[config.mk]
export PLATFORM = sky130hd
export DESIGN_NAME = seven_segment_scan_driver_unit
export DESIGN_NICKNAME = d
export VERILOG_FILES = /design/src/ssd_pkg.sv /design/src/ssd_front.sv /design/src/ssd_fifo.sv /design/src/ssd_back.sv /design/src/seven_segment_scan_driver_unit.sv
export VERILOG_INCLUDE_DIRS = /design/src /design/src/src
export SDC_FILE = /design/constraint.sdc
export NUM_CORES = 1
export LEC_CHECK = 0
export ABC_AREA = 1
export BUFFER_PORTS_ARGS = -buffer_cell sky130_fd_sc_hd__buf_2
export CORE_ASPECT_RATIO = 0.75
export CORE_MARGIN = 1
export CORE_UTILIZATION = 61
export DETAILED_ROUTE_END_ITERATION = 8
export GPL_TIMING_DRIVEN = 0
export PLACE_DENSITY = 0.78
export SETUP_SLACK_MARGIN = 0.1
export SLEW_MARGIN = 20
export SYNTH_ARGS = -nofsm -noshare
export SYNTH_HDL_FRONTEND = slang
export SYNTH_HIERARCHICAL = 1
export SYNTH_SLANG_ARGS = --single-unit
[constraint.sdc]
create_clock -name clk -period 9.2 [get_ports clk]
set_clock_uncertainty 0.15 [all_clocks]
set_input_delay 2.76 -clock clk [delete_from_list [all_inputs] [get_ports clk]]
set_output_delay 2.76 -clock clk [all_outputs]
set_load 0.02 [all_outputs]
[src/seven_segment_scan_driver_unit_assert.svh]
// Assertion helpers for the scan driver.
`ifndef SEVEN_SEGMENT_SCAN_DRIVER_UNIT_ASSERT_SVH
`define SEVEN_SEGMENT_SCAN_DRIVER_UNIT_ASSERT_SVH

// Checked only while out of reset.
`define SSDU_ASSERT_CLK(label, prop, msg) \
  label: assert property (@(posedge clk) disable iff (!rst_n) prop) else $error(msg);

// Checked on every edge, reset included.
`define SSDU_ASSERT_ALWAYS(label, prop, msg) \
  label: assert property (@(posedge clk) prop) else $error(msg);

`endif

[src/ssd_pkg.sv]
package ssd_pkg;

  typedef enum logic {
    REQ_LOAD = 1'b0,
    REQ_TICK = 1'b1
  } req_t;

  localparam int unsigned NUM_POS         = 4;
  localparam int unsigned POS_W           = 2;
  localparam int unsigned QUEUE_DEPTH_DEF = 2;

  // shift steps 0..7, then the latch step
  localparam logic [3:0] LATCH_STEP = 4'd8;

  localparam logic [7:0] DP_BIT = 8'h80;

  // decimal point codes for positions 0..2
  localparam logic [2:0] DP_ON_POS0 = 3'd2;
  localparam logic [2:0] DP_ON_POS1 = 3'd3;
  localparam logic [2:0] DP_ON_POS2 = 3'd4;

  // floor(n / 10) = (n * RECIP10) >> 19 for n < 65536
  localparam logic [15:0] RECIP10       = 16'd52429;
  localparam int unsigned RECIP10_SHIFT = 19;
  // floor(n / 10) = (n * RECIP10_S) >> 11 for n < 1024
  localparam logic [7:0]  RECIP10_S       = 8'd205;
  localparam int unsigned RECIP10_S_SHIFT = 11;

  typedef struct packed {
    logic [7:0]       pattern;
    logic [POS_W-1:0] pos;
  } tick_cmd_t;

  function automatic logic [7:0] digit_seg(input logic [3:0] d);
    logic [7:0] s;
    unique case (d)
      4'd0:    s = 8'h3F;
      4'd1:    s = 8'h06;
      4'd2:    s = 8'h5B;
      4'd3:    s = 8'h4F;
      4'd4:    s = 8'h66;
      4'd5:    s = 8'h6D;
      4'd6:    s = 8'h7D;
      4'd7:    s = 8'h07;
      4'd8:    s = 8'h7F;
      4'd9:    s = 8'h67;
      default: s = 8'h00;
    endcase
    return s;
  endfunction

  function automatic logic [7:0] unit_seg(input logic [1:0] code);
    logic [7:0] s;
    unique case (code)
      2'd0:    s = 8'h3E;
      2'd1:    s = 8'h39;
      2'd2:    s = 8'h73;
      default: s = 8'h00;
    endcase
    return s;
  endfunction

endpackage

[src/ssd_front.sv]
module ssd_front (
  input  logic                    clk,
  input  logic                    rst_n,
  input  logic                    in_valid,
  output logic                    in_ready,
  input  ssd_pkg::req_t           req,
  input  logic [15:0]             number,
  input  logic [2:0]              dot_sel,
  input  logic [1:0]              letter,
  input  logic                    q_full,
  output logic                    push,
  output ssd_pkg::tick_cmd_t      cmd
);

  // stage 1: input word
  logic                s1_valid_r;
  ssd_pkg::req_t       s1_req_r;
  logic [15:0]         s1_num_r;
  logic [2:0]          s1_dp_r;
  logic [1:0]          s1_let_r;
  // stage 2: units digit split off
  logic                s2_valid_r;
  ssd_pkg::req_t       s2_req_r;
  logic [12:0]         s2_q1_r;
  logic [3:0]          s2_d0_r;
  logic [2:0]          s2_dp_r;
  logic [1:0]          s2_let_r;
  // stage 3: tens digit split off; table and scan state live here
  logic                s3_valid_r;
  ssd_pkg::req_t       s3_req_r;
  logic [9:0]          s3_q2_r;
  logic [3:0]          s3_d1_r;
  logic [3:0]          s3_d0_r;
  logic [2:0]          s3_dp_r;
  logic [1:0]          s3_let_r;

  logic [7:0]                  pat_r [ssd_pkg::NUM_POS];
  logic [ssd_pkg::POS_W-1:0]   scan_r;

  logic        adv;
  logic [31:0] prod1;
  logic [12:0] q1;
  logic [3:0]  d0;
  logic [28:0] prod2;
  logic [9:0]  q2;
  logic [3:0]  d1;
  logic [17:0] prod3;
  logic [6:0]  q3;
  logic [3:0]  d2;
  logic        s3_tick;

  assign s3_tick  = (s3_req_r == ssd_pkg::REQ_TICK);
  assign adv      = !(s3_valid_r && s3_tick && q_full);
  assign in_ready = adv;
  assign push     = s3_valid_r && s3_tick && !q_full;
  assign cmd.pattern = pat_r[scan_r];
  assign cmd.pos     = scan_r;

  always_comb begin
    prod1 = 32'(s1_num_r) * 32'(ssd_pkg::RECIP10);
    q1    = prod1[ssd_pkg::RECIP10_SHIFT +: 13];
    d0    = 4'(s1_num_r - 16'(q1) * 16'd10);
    prod2 = 29'(s2_q1_r) * 29'(ssd_pkg::RECIP10);
    q2    = prod2[ssd_pkg::RECIP10_SHIFT +: 10];
    d1    = 4'(s2_q1_r - 13'(q2) * 13'd10);
    prod3 = 18'(s3_q2_r) * 18'(ssd_pkg::RECIP10_S);
    q3    = prod3[ssd_pkg::RECIP10_S_SHIFT +: 7];
    d2    = 4'(s3_q2_r - 10'(q3) * 10'd10);
  end

  always_ff @(posedge clk) begin
    if (!rst_n) begin
      s1_valid_r <= 1'b0;
      s2_valid_r <= 1'b0;
      s3_valid_r <= 1'b0;
    end else if (adv) begin
      s1_valid_r <= in_valid;
      s2_valid_r <= s1_valid_r;
      s3_valid_r <= s2_valid_r;
    end
  end

  always_ff @(posedge clk) begin
    if (adv) begin
      s1_req_r <= req;
      s1_num_r <= number;
      s1_dp_r  <= dot_sel;
      s1_let_r <= letter;
      s2_req_r <= s1_req_r;
      s2_q1_r  <= q1;
      s2_d0_r  <= d0;
      s2_dp_r  <= s1_dp_r;
      s2_let_r <= s1_let_r;
      s3_req_r <= s2_req_r;
      s3_q2_r  <= q2;
      s3_d1_r  <= d1;
      s3_d0_r  <= s2_d0_r;
      s3_dp_r  <= s2_dp_r;
      s3_let_r <= s2_let_r;
    end
  end

  always_ff @(posedge clk) begin
    if (!rst_n) begin
      for (int i = 0; i < ssd_pkg::NUM_POS; i++) pat_r[i] <= 8'h00;
      scan_r <= '0;
    end else if (s3_valid_r && adv) begin
      if (s3_tick) begin
        scan_r <= scan_r + 1'b1;
      end else begin
        // hundreds on position 0, units on position 2
        pat_r[0] <= ssd_pkg::digit_seg(d2) |
                    ((s3_dp_r == ssd_pkg::DP_ON_POS0) ? ssd_pkg::DP_BIT : 8'h00);
        pat_r[1] <= ssd_pkg::digit_seg(s3_d1_r) |
                    ((s3_dp_r == ssd_pkg::DP_ON_POS1) ? ssd_pkg::DP_BIT : 8'h00);
        pat_r[2] <= ssd_pkg::digit_seg(s3_d0_r) |
                    ((s3_dp_r == ssd_pkg::DP_ON_POS2) ? ssd_pkg::DP_BIT : 8'h00);
        pat_r[3] <= ssd_pkg::unit_seg(s3_let_r);
      end
    end
  end

endmodule

[src/ssd_fifo.sv]
module ssd_fifo #(
  parameter int unsigned DEPTH = ssd_pkg::QUEUE_DEPTH_DEF
) (
  input  logic               clk,
  input  logic               rst_n,
  input  logic               push,
  input  ssd_pkg::tick_cmd_t wr_cmd,
  input  logic               pop,
  output ssd_pkg::tick_cmd_t rd_cmd,
  output logic               full,
  output logic               empty
);

  localparam int unsigned PTR_W = (DEPTH > 1) ? $clog2(DEPTH) : 1;
  localparam int unsigned CNT_W = $clog2(DEPTH + 1);

  ssd_pkg::tick_cmd_t mem_r [DEPTH];
  logic [PTR_W-1:0]   wr_ptr_r;
  logic [PTR_W-1:0]   rd_ptr_r;
  logic [CNT_W-1:0]   cnt_r;

  assign full   = (cnt_r == CNT_W'(DEPTH));
  assign empty  = (cnt_r == '0);
  assign rd_cmd = mem_r[rd_ptr_r];

  always_ff @(posedge clk) begin
    if (push) mem_r[wr_ptr_r] <= wr_cmd;
  end

  always_ff @(posedge clk) begin
    if (!rst_n) begin
      wr_ptr_r <= '0;
      rd_ptr_r <= '0;
      cnt_r    <= '0;
    end else begin
      if (push) begin
        wr_ptr_r <= (wr_ptr_r == PTR_W'(DEPTH - 1)) ? '0 : wr_ptr_r + 1'b1;
      end
      if (pop) begin
        rd_ptr_r <= (rd_ptr_r == PTR_W'(DEPTH - 1)) ? '0 : rd_ptr_r + 1'b1;
      end
      if (push && !pop)      cnt_r <= cnt_r + 1'b1;
      else if (pop && !push) cnt_r <= cnt_r - 1'b1;
    end
  end

endmodule

[src/ssd_back.sv]
module ssd_back (
  input  logic                      clk,
  input  logic                      rst_n,
  input  logic                      q_empty,
  input  ssd_pkg::tick_cmd_t        q_cmd,
  output logic                      pop,
  output logic                      out_valid,
  input  logic                      out_ready,
  output logic                      serial_bit,
  output logic                      is_latch,
  output logic [3:0]                digit_enable_n,
  output logic                      last
);

  logic                        busy_r;
  logic [7:0]                  byte_r;
  logic [ssd_pkg::POS_W-1:0]   pos_r;
  logic [3:0]                  cnt_r;

  assign is_latch       = (cnt_r == ssd_pkg::LATCH_STEP);
  assign out_valid      = busy_r;
  assign serial_bit     = is_latch ? 1'b0 : byte_r[7];
  assign digit_enable_n = is_latch ? 4'(~(4'b0001 << pos_r)) : 4'hF;
  assign last           = is_latch;
  // next tick starts straight after the latch word goes out
  assign pop = !q_empty && (!busy_r || (out_ready && is_latch));

  always_ff @(posedge clk) begin
    if (!rst_n) begin
      busy_r <= 1'b0;
      cnt_r  <= '0;
    end else if (pop) begin
      busy_r <= 1'b1;
      cnt_r  <= '0;
    end else if (busy_r && out_ready) begin
      if (is_latch) busy_r <= 1'b0;
      else          cnt_r  <= cnt_r + 1'b1;
    end
  end

  always_ff @(posedge clk) begin
    if (pop) begin
      byte_r <= q_cmd.pattern;
      pos_r  <= q_cmd.pos;
    end else if (busy_r && out_ready && !is_latch) begin
      byte_r <= {byte_r[6:0], 1'b0};
    end
  end

endmodule

[src/seven_segment_scan_driver_unit.sv]
// The first word of a tick appears once the tick has passed the front stages and the queue.
// Throughput: a tick gives 9 words, one per cycle while out_tready is high;
// a load gives none. The serializer sets the rate.
// A 3-stage front splits the digits and may run up to QUEUE_DEPTH + 3 ticks ahead.
// Reset (synchronous, active low) blanks all positions and restarts the scan.
module seven_segment_scan_driver_unit #(
  parameter int unsigned QUEUE_DEPTH = ssd_pkg::QUEUE_DEPTH_DEF
) (
  input  logic        clk,
  input  logic        rst_n,
  input  logic        in_tvalid,
  output logic        in_tready,
  input  logic [23:0] in_tdata,   // number[15:0], dot_sel[18:16], letter[20:19]
  input  logic [0:0]  in_tuser,   // req_type[0]
  output logic        out_tvalid,
  input  logic        out_tready,
  output logic [7:0]  out_tdata,  // serial_bit[0], digit_enable_n[4:1]
  output logic [0:0]  out_tuser,  // is_latch[0]
  output logic        out_tlast
);

  `include "seven_segment_scan_driver_unit_assert.svh"

  logic               push;
  logic               pop;
  logic               q_full;
  logic               q_empty;
  ssd_pkg::tick_cmd_t wr_cmd;
  ssd_pkg::tick_cmd_t rd_cmd;
  logic               serial_bit;
  logic               is_latch;
  logic [3:0]         digit_enable_n;
  logic               latch_ok;
  logic               shift_ok;

  ssd_front u_front (
    .clk         (clk),
    .rst_n       (rst_n),
    .in_valid    (in_tvalid),
    .in_ready    (in_tready),
    .req         (ssd_pkg::req_t'(in_tuser[0])),
    .number      (in_tdata[15:0]),
    .dot_sel     (in_tdata[18:16]),
    .letter      (in_tdata[20:19]),
    .q_full      (q_full),
    .push        (push),
    .cmd         (wr_cmd)
  );

  ssd_fifo #(
    .DEPTH (QUEUE_DEPTH)
  ) u_fifo (
    .clk    (clk),
    .rst_n  (rst_n),
    .push   (push),
    .wr_cmd (wr_cmd),
    .pop    (pop),
    .rd_cmd (rd_cmd),
    .full   (q_full),
    .empty  (q_empty)
  );

  ssd_back u_back (
    .clk            (clk),
    .rst_n          (rst_n),
    .q_empty        (q_empty),
    .q_cmd          (rd_cmd),
    .pop            (pop),
    .out_valid      (out_tvalid),
    .out_ready      (out_tready),
    .serial_bit     (serial_bit),
    .is_latch       (is_latch),
    .digit_enable_n (digit_enable_n),
    .last           (out_tlast)
  );

  assign out_tdata    = {3'b000, digit_enable_n, serial_bit};
  assign out_tuser[0] = is_latch;

  assign latch_ok = ($countones(~digit_enable_n) == 1) && !serial_bit;
  assign shift_ok = (digit_enable_n == 4'hF) && !out_tlast;

  `SSDU_ASSERT_CLK(a_latch_one_digit, out_tvalid && is_latch |-> latch_ok, "bad latch word")
  `SSDU_ASSERT_CLK(a_shift_all_off, out_tvalid && !is_latch |-> shift_ok, "bad shift word")
  `SSDU_ASSERT_CLK(a_stall_only_full, !in_tready |-> q_full, "input stalled, queue has room")
  `SSDU_ASSERT_ALWAYS(a_reset_idle, !rst_n |=> !out_tvalid, "output valid after reset")

endmodule

Word-level counts from Yosys, hierarchy flattened --
Memories as Yosys holds them, arrays and structs flattened. A register that Yosys moved wholly into a read port is not among the register bits. Cells that the tools add are included.
Word-level totals: register bits 93, bits in writable memories 52, bits in read-only memories 336, input port bits 29, output and inout port bits 12, memories 5
Operators by class: $add $sub $neg 9, multiply operators 6, equal/unequal tests 7, shift operators 1, muxes and demuxes 44, bitwise logic cells 10, reduce and logical (&&, ||, !) cells 28
Memories:
- (no name shown) | depth 16, bits a word 7, read ports 1, clocked after memory_dff 0, wr ports 0, line ssd_pkg.sv:36 | unique case (d)
- (no name shown) | depth 16, bits a word 7, read ports 1, clocked after memory_dff 1, wr ports 0, line ssd_pkg.sv:36
- (no name shown) | depth 16, bits a word 7, read ports 1, clocked after memory_dff 1, wr ports 0, line ssd_pkg.sv:36
- u_front.pat_r | depth 4, bits a word 8, read ports 1, clocked after memory_dff 1, wr ports 4, line ssd_front.sv:37 | logic [7:0] pat_r [ssd_pkg::NUM_POS];
- u_fifo.mem_r | depth 2, bits a word 10, read ports 1, clocked after memory_dff 1, wr ports 1, line ssd_fifo.sv:17 | ssd_pkg::tick_cmd_t mem_r [DEPTH];
Operators by type and width (count):
- $mux W8 | 21
- $mul A16 B16 Y32 const B | 1
- $mul A13 B16 Y29 const B | 1
- $or A8 B8 Y8 | 3
- $pmux W7 S3 | 1
- $mul A10 B8 Y18 const B | 1
- $mux W1 | 15
- $mul A13 B3 Y3 const B | 1
- $mux W4 | 3
- $sub A4 B4 Y4 | 3
- $logic_and A1 B1 Y1 | 10
- $mul A10 B3 Y3 const B | 1
- $mux W2 | 4
- $reduce_bool A2 Y1 | 4
- $logic_not A1 Y1 | 7
- $mul A7 B3 Y3 const B | 1
- $eq A3 B2 Y1 const B | 2
- $reduce_and A2 Y1 | 3
- $add A2 B1 Y2 const B | 2
- $add A4 B1 Y4 const B | 1
- $eq A2 B2 Y1 const B | 2
- $eq A4 B4 Y1 const B | 1
- $logic_not A2 Y1 | 2
- $not A4 Y4 | 1
- 9 further kinds | 14

Logic depth before layout (Yosys ltp) --
Gate-level depths: netlist of the first run. An unclocked memory read counts as a cell.
depth in word-level cells 9, gate-level depth with buffers 30

Modules after synthesis --
Netlist of the first run, hierarchy kept.
Modules (own cells, without submodules):
- ssd_front | times used 1, cells each 1463, area each 13955.9 um^2, sequential area each 3393.3 um^2
- ssd_fifo | times used 1, cells each 66, area each 954.7 um^2, sequential area each 700.7 um^2
- ssd_back | times used 1, cells each 87, area each 739.5 um^2, sequential area each 400.4 um^2
- seven_segment_scan_driver_unit | times used 1, cells each 5, area each 33.8 um^2, sequential area each 0.0 um^2

Worst setup path after synthesis of the first run --
OpenSTA, ideal clock, no wires.
path kind register to register, start point register u_front.s1_num_r[4], end point register u_front.s2_d0_r[3] (data pin), setup time 0.249 ns, data arrival time 5.639 ns, required time 8.801 ns, slack 3.161 ns, cell stages (with the launch flop) 27, buffers on the path 0, path through edfxtp_1 > ha_1 > inv_1 > fa_1 > fa_1 > fa_1 > inv_1 > fa_1 > inv_1 > fa_1 > inv_1 > ha_1 > nand2_1 > nor2_1 > inv_1 > nor2_1 > a21oi_1 > or2_2 > nand2_1 > inv_1 > fa_1 > xor2_1 > or2_1 > nand2_1 > nand2_1 > nand2_1 > inv_1
On the way: word-level cells in the longest chain between the ends 3
Ends and longest elaborated chain:
- start: declaration | line ssd_front.sv:18 | logic [15:0] s1_num_r;
- start signal: assignment | line ssd_front.sv:86 | s1_num_r <= number;
- $mul A16 B16 Y32 | line ssd_front.sv:60 | prod1 = 32'(s1_num_r) * 32'(ssd_pkg::RECIP10);
- via u_front.prod1[20] | line ssd_front.sv:41 | logic [31:0] prod1;
- $mul A13 B3 Y3 | line ssd_front.sv:62 | d0 = 4'(s1_num_r - 16'(q1) * 16'd10);
- $sub A4 B4 Y4 | line ssd_front.sv:62
- via u_front.d0[3] | line ssd_front.sv:43 | logic [3:0] d0;
- end signal: assignment | line ssd_front.sv:91 | s2_d0_r <= d0;
- end: declaration | line ssd_front.sv:25 | logic [3:0] s2_d0_r;
The timed path passes the listed nets, and every way through them passes these cells. A chain may end at the register's enable or synchronous reset.

Worst setup path after layout of the first run --
start point register u_front.s1_num_r[2], end point register u_front.s2_d0_r[3] (data pin)
The elaborated chain is that of the path after synthesis.

==> metrics.md, run 1 <==
| Metric | Value |
|---|---|
| Remaining routing DRC violations | `0` |
| Maxcap violations | `0` |
| Ys Warns | `6` |
| Final period utilization | `approximately 72%` |
| Placer Congestion | `0.951` |
| Die Y | `141 um` |
| Setup TNS | `0 ns` |
| Dominant combinational cell family by area after synthesis | `adder cells` |
| Std-Cell Core Area | `25100 sq um` |
| Initial Utilization | `62.5%` |
| Clock insertion delay at the later pin of the skew report | `0.44 ns` |
| Most used cell along the critical path | `sky130_fd_sc_hd__inv_1` |
| Simple-gate share of the synthesized area | `a little over a tenth` |
| Family of cells with the greatest summed delay on the critical path | `adder cells` |
| Portion of synthesized cell area occupied by the leading cell type | `24.7%` |
| CP bufs+invs | `8` |
| Worst setup path category | `reg -> reg` |
| Startpoint type of the worst setup path | `flip-flop` |
| Proportion of synthesized area in mux cells | `less than 1%` |
| Biggest area contributors in the synthesized netlist | `sky130_fd_sc_hd__edfxtp_1, sky130_fd_sc_hd__ha_1, sky130_fd_sc_hd__fa_1` |
| Critical path endpoint | `u_front/s2_d0_r[3]` |
| Post CTS Setup Buffer Count | `0` |
| Fraction of synthesized cell area in xor and xnor cells | `around 2.1%` |
| Tightest Hold Check Type | `reg -> reg` |
| Vias | `10700` |
| Cell with the biggest individual delay on the critical path | `sky130_fd_sc_hd__fa_1` |
| Detailed router's first-iteration violation count | `just over 800` |
| Crit Reg-Reg Endpoint | `u_front/s2_d0_r[3]` |
| Clock Tree Buf Depth | `2` |
| Vias in the first global route | `10900` |
| Post-Place Cells | `1996` |
| Cell at the root of the clock tree | `sky130_fd_sc_hd__clkbuf_16` |
| H-Tree Depth | `4` |
| Maximum number of pins on one net before global-route repair | `80` |
| CTS resizes | `0` |
| Run status | `complete, no violations` |
| Post-synthesis instance area | `~16000 sq um` |
| Unique masters post-synth | `47` |
| Final nets | `2126` |
| Number of buffers inserted for hold repair after clock tree synthesis | `0` |
| Post-synth top area cell | `sky130_fd_sc_hd__edfxtp_1` |
| Hold Violations, Final | `0` |
| Predominant post-synthesis flop cell | `sky130_fd_sc_hd__edfxtp_1` |
| Global-route wire length before repair | `52.1 mm` |
| Complex-gate fraction of the synthesized area | `5.90%` |
| Share of synthesized area occupied by flip-flops and latches | `about 29%` |
| Maximum frequency from static timing analysis | `151 MHz` |
| All-layer global routing usage | `25.0%` |
| Endpoint class of the critical path | `flip-flop` |
| Proportion of layout cells with a drive suffix above 1 | `7.87%` |
| Relative slew slack | `~46%` |
| DIE AREA | `around 26000 sq um` |
| Detail Route Antenna Nets | `0` |
| Diode count | `0` |
| Post-synth EDFFs | `129` |
| Maximum fanout along the worst path | `6` |
| Worst setup path start | `u_front/s1_num_r[2]` |
| Clock slew at the register clock pins of the worst setup and hold paths | `0.06 ns` |
| Count of non-filler cells in the finished layout | `approximately 2000` |
| #FFs+latches synth | `160` |
| Synthesized area per cell | `approximately 9.7 sq um` |
| Total length of routed wires | `roughly 31 mm` |
| Critical Path Stages | `27` |
| Min Tclk post-route | `6.62 ns` |
| Req. time, crit path | `9.23 ns` |
| # port buffers | `34` |
| Detailed-route wire length per cell | `15.4 um` |
| Worst path max stage delay | `0.60 ns` |
| Worst reg-to-reg path cell count | `27` |
| Share of flip-flops with an asynchronous set or reset | `0%` |
| Detail-routed via count per cell | `about 5.3` |
| Final Setup Violations | `0` |
| R2r startpoint | `u_front/s1_num_r[2]` |
| Adder-cell share of the synthesized area | `between 40% and 50%` |
| Layout overhead on the synthesized area | `7.71%` |
| Post-synthesis cell count | `1621` |
| 1st-pass router iterations | `5` |
| Number of standard-cell rows in the floorplan | `50` |
| Crit path DAT | `6.65 ns` |
| Placed wire-length estimate | `25.6 mm` |
| Num CTS Buffers | `17` |
| Clock tree from TritonCTS | `yes` |
| Actual slew at the worst max-slew pin | `0.810 ns` |
| Residual overflow from global routing | `0` |
| Ports placed on the boundary | `41` |
| RSZ-0062 raised after global routing | `no` |
| Worst reg-to-reg setup slack | `2.58 ns` |
| Die Span X | `around 190 um` |
| Total clock sinks | `160` |
| Number of antenna violations at the first check in global routing | `0` |
| Pins over their slew limit | `0` |
## metal layers
metal	global-route usage (%)	share of wire, %	vias up
li1	-	-	5243
met1	34.5	47	5210
met2	41.1	47	253
met3	4.56	5.0	43
met4	5.91	1.5	0
met5	0	0	-
## placed cells by master, fill, tap and decap left out, drive strengths merged
cell type / count
mux2: 10
xor2: 25
a21oi: 63
o31ai: 1
o21ai: 52
or2: 14
a211oi: 3
o32ai: 5
ha: 271
nor3b: 1
buf: 45
o21a: 5
nor4: 4
clkinv: 5
nand4: 11
xnor2: 13
a21o: 4
a31oi: 3
inv: 443
nand3b: 1
edfxtp: 129
nand2: 191
o211ai: 6
nor2: 97
clkbuf: 26
fa: 149
nor3: 11
a21boi: 2
o2111ai: 2
o21bai: 6
nand3: 57
bufinv: 1
dfxtp: 31
conb: 3
## worst register-to-register path, stage by stage (launching register included)
cell,delay (ns)
sky130_fd_sc_hd__edfxtp_1,0.57
sky130_fd_sc_hd__ha_1,0.43
sky130_fd_sc_hd__inv_1,0.08
sky130_fd_sc_hd__fa_1,0.55
sky130_fd_sc_hd__inv_1,0.06
sky130_fd_sc_hd__fa_1,0.51
sky130_fd_sc_hd__fa_1,0.52
sky130_fd_sc_hd__fa_1,0.55
sky130_fd_sc_hd__inv_1,0.05
sky130_fd_sc_hd__fa_1,0.60
sky130_fd_sc_hd__inv_1,0.06
sky130_fd_sc_hd__ha_1,0.32
sky130_fd_sc_hd__a21oi_1,0.21
sky130_fd_sc_hd__o21ai_0,0.11
sky130_fd_sc_hd__inv_1,0.07
sky130_fd_sc_hd__o21ai_0,0.07
sky130_fd_sc_hd__inv_1,0.07
sky130_fd_sc_hd__nand3_1,0.07
sky130_fd_sc_hd__nand2_1,0.13
sky130_fd_sc_hd__ha_1,0.16
sky130_fd_sc_hd__inv_1,0.04
sky130_fd_sc_hd__fa_1,0.37
sky130_fd_sc_hd__xor2_1,0.16
sky130_fd_sc_hd__or2_1,0.25
sky130_fd_sc_hd__nand2_1,0.06
sky130_fd_sc_hd__nand2_1,0.05
sky130_fd_sc_hd__nand2_1,0.06
sky130_fd_sc_hd__inv_1,0.04
## synthesized netlist by cell type, drive strengths merged, types with 4 or more instances
library cell    n
a21o            4
a21oi          63
buf            10
clkbuf          6
dfxtp          31
edfxtp        129
fa            149
ha            271
inv           437
mux2           10
nand2         191
nand3          57
nand4          11
nor2           97
nor3           11
nor4            4
o211ai          6
o21a            5
o21ai          52
o21bai          6
o32ai           5
or2            14
xnor2          13
xor2           25
## per-stage QoR
stage	util [%]	instance area [sq um]	setup WS, ns	hold WS [ns]
2_1_floorplan	-	15700	3.16	0.250
3_3_place_gp	64.9	16300	2.69	0.255
3_5_place_dp	65.1	16300	2.59	0.255
4_1_cts	67.3	16900	2.56	0.267
5_1_grt	67.3	16900	2.19	0.275
6_report	67.3	16900	2.58	0.264
## worst min-delay path by stage
stage | endpoint | startpoint | depth (start not counted)
CTS | u_front/s3_let_r[1] | u_front/s2_let_r[1] | 0
floorplan | u_front/s2_dp_r[0] | u_front/s1_dp_r[0] | 0
global placement | u_front/s3_let_r[0] | u_front/s2_let_r[0] | 0
global route | u_front/s3_req_r | u_front/s2_req_r | 0
detailed placement | u_front/s2_dp_r[0] | u_front/s1_dp_r[0] | 0
finish | u_front/s3_let_r[1] | u_front/s2_let_r[1] | 0
## final cells by class
| cell class | count | area [sq um] |
|---|---|---|
| Multi-Input combinational cell | 1010 | 9460 |
| Fill cell | 1895 | 8190 |
| Sequential cell | 160 | 4490 |
| Inverter | 437 | 1640 |
| Clock buffer | 20 | 447 |
| Tap cell | 338 | 423 |
| Timing Repair Buffer | 35 | 198 |
| Clock inverter | 12 | 124 |
| Buffer | 16 | 109 |
## cell families (layout without fill, tap and decap cells)
| family | count (synthesis) | after routing |
|---|---|---|
| buffers and inverters | 453 | 520 |
| and+or+nand+nor | 387 | 387 |
| other | 1 | 3 |
| AOI/OAI and AO/OA | 152 | 152 |
| adders and majority gates | 420 | 420 |
| DFF | 160 | 160 |
| xor gates and xnor gates | 38 | 38 |
| muxes | 10 | 10 |
Power of run 1 is not shown: default switching activity piles up to over one toggle a cycle in this logic, so the estimate is an artifact.
==> run 2, diff against run 1 <==
ABC_AREA = 0   (was 1)
clock period = 6.5 ns   (was 9.2 ns; I/O delays follow)
==> metrics.md, run 2 <==
| Metric | Value |
|---|---|
| Min Tclk post-route | `6.38 ns (-0.239 ns)` |
| Count of non-filler cells in the finished layout | `1799 (-11%)` |
| Post-synth EDFFs | `129 (unchanged)` |
| RSZ-0062 raised after global routing | `yes` |
| Die Span X | `184 um (-1.7%)` |
| Crit Reg-Reg Endpoint | `u_front/s2_d0_r[3]` |
| Pins over their slew limit | `0 (unchanged)` |
| Initial Utilization | `62.7% (+0.23 points)` |
| Hold Worst Slack | `0.262 ns (-0.00164 ns)` |
| Number of antenna violations at the first check in global routing | `0 (unchanged)` |
| Final Setup Violations | `0 (unchanged)` |
| Placed wire-length estimate | `22.6 mm (-12%)` |
| Detailed router's first-iteration violation count | `557 (-31%)` |
| Placer Congestion | `0.911 (-4.2%)` |
| Post-synthesis instance area | `15200 sq um (-3.4%)` |
| CP bufs+invs | `6 (-2)` |
| Clock insertion delay at the later pin of the skew report | `0.44 ns (about the same)` |
| Share of flip-flops with an asynchronous set or reset | `0% (unchanged)` |
| Maxcap violations | `0 (unchanged)` |
| Ys Warns | `6 (unchanged)` |
| Req. time, crit path | `6.55 ns (-2.68 ns)` |
| Total length of routed wires | `30.5 mm (-2.6%)` |
| Family of cells with the greatest summed delay on the critical path | `adder cells` |
| Top cells by count, synth | `sky130_fd_sc_hd__inv_1, sky130_fd_sc_hd__ha_1, sky130_fd_sc_hd__fa_1` |
| Highest-count cells in the layout ignoring fill and taps | `sky130_fd_sc_hd__inv_1, sky130_fd_sc_hd__ha_1, sky130_fd_sc_hd__fa_1` |
| Predominant post-synthesis flop cell | `sky130_fd_sc_hd__edfxtp_1` |
| Portion of synthesized cell area occupied by the leading cell type | `25.6% (+0.86 points)` |
| Final period utilization | `98.2% (+26 points)` |
| Layout overhead on the synthesized area | `13.1%` |
| Sequential cell area in the final layout | `4490 sq um (unchanged)` |
| 1st-pass router iterations | `6 (+1)` |
| Total clock sinks | `160 (unchanged)` |
| Maximum frequency from static timing analysis | `157 MHz (+3.7%)` |
| Diode count | `0 (unchanged)` |
| Worst setup path start | `u_front/s1_num_r[6]` |
| Number of buffers inserted for hold repair after clock tree synthesis | `0 (unchanged)` |
| Critical path endpoint | `u_front/s2_d0_r[3]` |
| Post-synth top area cell | `sky130_fd_sc_hd__edfxtp_1` |
| Detailed-route wire length per cell | `17.0 um (+9.8%)` |
| Number of standard-cell rows in the floorplan | `49 (-2.0%)` |
| Worst setup path category | `reg -> reg` |
| All-layer global routing usage | `24.2% (-0.83 points)` |
| R2r startpoint | `u_front/s1_num_r[6]` |
| Vias in the first global route | `10100 (-7.5%)` |
| Critical Path Stages | `22 (-19%)` |
| Unique masters post-synth | `81 (+72%)` |
| Relative slew slack | `31.6% (-14 points)` |
| Residual overflow from global routing | `0 (unchanged)` |
| Post-Place Cells | `1717 (-14%)` |
| Proportion of layout cells with a drive suffix above 1 | `15.5% (+7.6 points)` |
| #FFs+latches synth | `160 (unchanged)` |
| Biggest area contributors in the synthesized netlist | `sky130_fd_sc_hd__edfxtp_1, sky130_fd_sc_hd__ha_1, sky130_fd_sc_hd__fa_1` |
| Startpoint type of the worst setup path | `flip-flop` |
| Tightest Hold Check Type | `reg -> reg` |
| Worst reg-to-reg setup slack | `0.12 ns (-2.46 ns)` |
| Num CTS Buffers | `17 (unchanged)` |
| Most frequent standard cell in the layout excluding fill and tap cells | `sky130_fd_sc_hd__inv_1` |
| Maximum fanout along the worst path | `4 (-2)` |
| Number of fill cells | `1656 (-13%)` |
| Run status | `complete, no violations` |
| Crit path DAT | `6.43 ns (-0.22 ns)` |
| Vias | `9889 (-8.0%)` |
| Remaining routing DRC violations | `0 (unchanged)` |
| Detail-routed via count per cell | `5.50 (+3.7%)` |
| Post-synthesis cell count | `1348 (-17%)` |
| # port buffers | `34 (unchanged)` |
| Actual slew at the worst max-slew pin | `1.02 ns (+0.213 ns)` |
| Worst path max stage delay | `0.56 ns (-0.04 ns)` |
| Detail Route Antenna Nets | `0 (unchanged)` |
| Clock Tree Buf Depth | `2 (unchanged)` |
| Synthesized area per cell | `11.2 sq um (+16%)` |
| Clock slew at the register clock pins of the worst setup and hold paths | `0.08 ns (+0.02 ns)` |
| Std-Cell Core Area | `24200 sq um (-3.7%)` |
| Endpoint class of the critical path | `flip-flop` |
| Cell at the root of the clock tree | `sky130_fd_sc_hd__clkbuf_16` |
| Most numerous cell in the Yosys netlist | `sky130_fd_sc_hd__inv_1` |
| Global-route wire length before repair | `47.9 mm (-8.0%)` |
| Share of synthesized area occupied by flip-flops and latches | `29.7% (+1.0 points)` |
| Crit-path cells | `buf_4 > ha_1 > inv_1 > fa_1 > fa_1 > fa_1 > inv_1 > fa_1 > inv_1 > fa_1 > inv_1 > ha_4 > and4_1 > nand3_1 > a21oi_2 > or3_4 > xor2_4 > inv_2 > fa_2 > xnor2_2 > xnor2_1 > xnor2_1` |
| DIE AREA | `25500 sq um (-3.3%)` |
| Clock tree from TritonCTS | `yes` |
| H-Tree Depth | `4 (unchanged)` |
| Final nets | `1904 (-10%)` |
| Die Y | `139 um (-1.7%)` |
| Most used cell along the critical path | `sky130_fd_sc_hd__fa_1` |
| Worst reg-to-reg path cell count | `22 (-19%)` |
| Area taken by multi-input logic gates | `9620 sq um (+1.7%)` |
| Ports placed on the boundary | `41 (unchanged)` |
| Hold Violations, Final | `0 (unchanged)` |
| Cell with the biggest individual delay on the critical path | `sky130_fd_sc_hd__fa_1` |
| Maximum number of pins on one net before global-route repair | `56 (-30%)` |
[run 2: cell count changes in the layout (fill, tap and decap cells not counted), sizes merged, moves of 8 or more]
cell,change
a21oi,-31
xor2,-12
mux2i,+15
buf,+51
nor2,-64
and2,+29
nand2,-154
inv,-83
o21ai,-21
or2,-8
and3,+8
nand3,-41
xnor2,+17
[run 2: routing by layer]
layer / wire length [um] / part of all wire, % / global-route usage (%) / vias up
met4: 832 / 2.7 / 7.46 / 0
met5: 0 / 0 / 0 / -
met2: 14600 / 48 / 39.0 / 286
met1: 13400 / 44 / 32.7 / 4898
met3: 1690 / 5.5 / 5.11 / 68
li1: - / - / - / 4637
[run 2: cells by family after synthesis]
group,Yosys count,share of synthesized area (%)
xor gates and xnor gates,44,2.73
DFF,160,29.7
and+or+nand+nor,179,6.50
other,1,0.0247
muxes,39,3.45
buffers and inverters,369,9.33
adders and majority gates,420,42.1
AOI/OAI and AO/OA,136,6.27
[run 2: layout make-up]
| class | instances | area share, % |
|---|---|---|
| Inverter | 353 | 7.73 |
| Buffer | 16 | 0.533 |
| Clock inverter | 15 | 0.970 |
| Clock buffer | 17 | 2.48 |
| Sequential cell | 160 | 26.2 |
| Timing Repair Buffer | 86 | 3.57 |
| Tap cell | 331 | 2.42 |
| Multi-Input combinational cell | 821 | 56.1 |
[run 2: metrics by stage]
step	util [%]	setup TNS, ns	area [sq um]	worst slack, ns
6_report	71.0	0	17100	0.116
5_1_grt	71.0	-0.224	17100	-0.0700
4_1_cts	69.2	0	16700	0.106
3_5_place_dp	65.5	-1.40	15800	-0.324
3_3_place_gp	65.2	-0.339	15700	-0.273
2_1_floorplan	-	0	15200	0.263
[run 2: timing repair]
item	CTS	global route
pin swaps	13	33
gates resized for setup	18	44
buffers inserted	26	24
setup endpoints to repair	9	9
[run 2: worst min-delay path by stage]
stage | depth (start not counted) | slack (ns) | to | start
global placement | 0 | 0.25 | u_front/s2_req_r | u_front/s1_req_r
floorplan | 0 | 0.25 | u_front/s2_dp_r[0] | u_front/s1_dp_r[0]
CTS | 0 | 0.27 | u_front/s3_let_r[0] | u_front/s2_let_r[0]
detailed placement | 0 | 0.25 | u_front/s2_dp_r[0] | u_front/s1_dp_r[0]
finish | 0 | 0.26 | u_front/s3_let_r[0] | u_front/s2_let_r[0]
global route | 0 | 0.27 | u_front/s3_let_r[0] | u_front/s2_let_r[0]
[run 2: worst register-to-register path, stage by stage, from the launching register on]
cell and delay, ns:
sky130_fd_sc_hd__edfxtp_1 0.44, sky130_fd_sc_hd__buf_4 0.19, sky130_fd_sc_hd__ha_1 0.31, sky130_fd_sc_hd__inv_1 0.11
sky130_fd_sc_hd__fa_1 0.52, sky130_fd_sc_hd__fa_1 0.50, sky130_fd_sc_hd__fa_1 0.56, sky130_fd_sc_hd__inv_1 0.07
sky130_fd_sc_hd__fa_1 0.53, sky130_fd_sc_hd__inv_1 0.05, sky130_fd_sc_hd__fa_1 0.53, sky130_fd_sc_hd__inv_1 0.07
sky130_fd_sc_hd__ha_4 0.29, sky130_fd_sc_hd__and4_1 0.20, sky130_fd_sc_hd__nand3_1 0.10, sky130_fd_sc_hd__a21oi_2 0.24
sky130_fd_sc_hd__or3_4 0.21, sky130_fd_sc_hd__xor2_4 0.20, sky130_fd_sc_hd__inv_2 0.06, sky130_fd_sc_hd__fa_2 0.35
sky130_fd_sc_hd__xnor2_2 0.23, sky130_fd_sc_hd__xnor2_1 0.12, sky130_fd_sc_hd__xnor2_1 0.13
Power of run 2 is left out for the same reason.
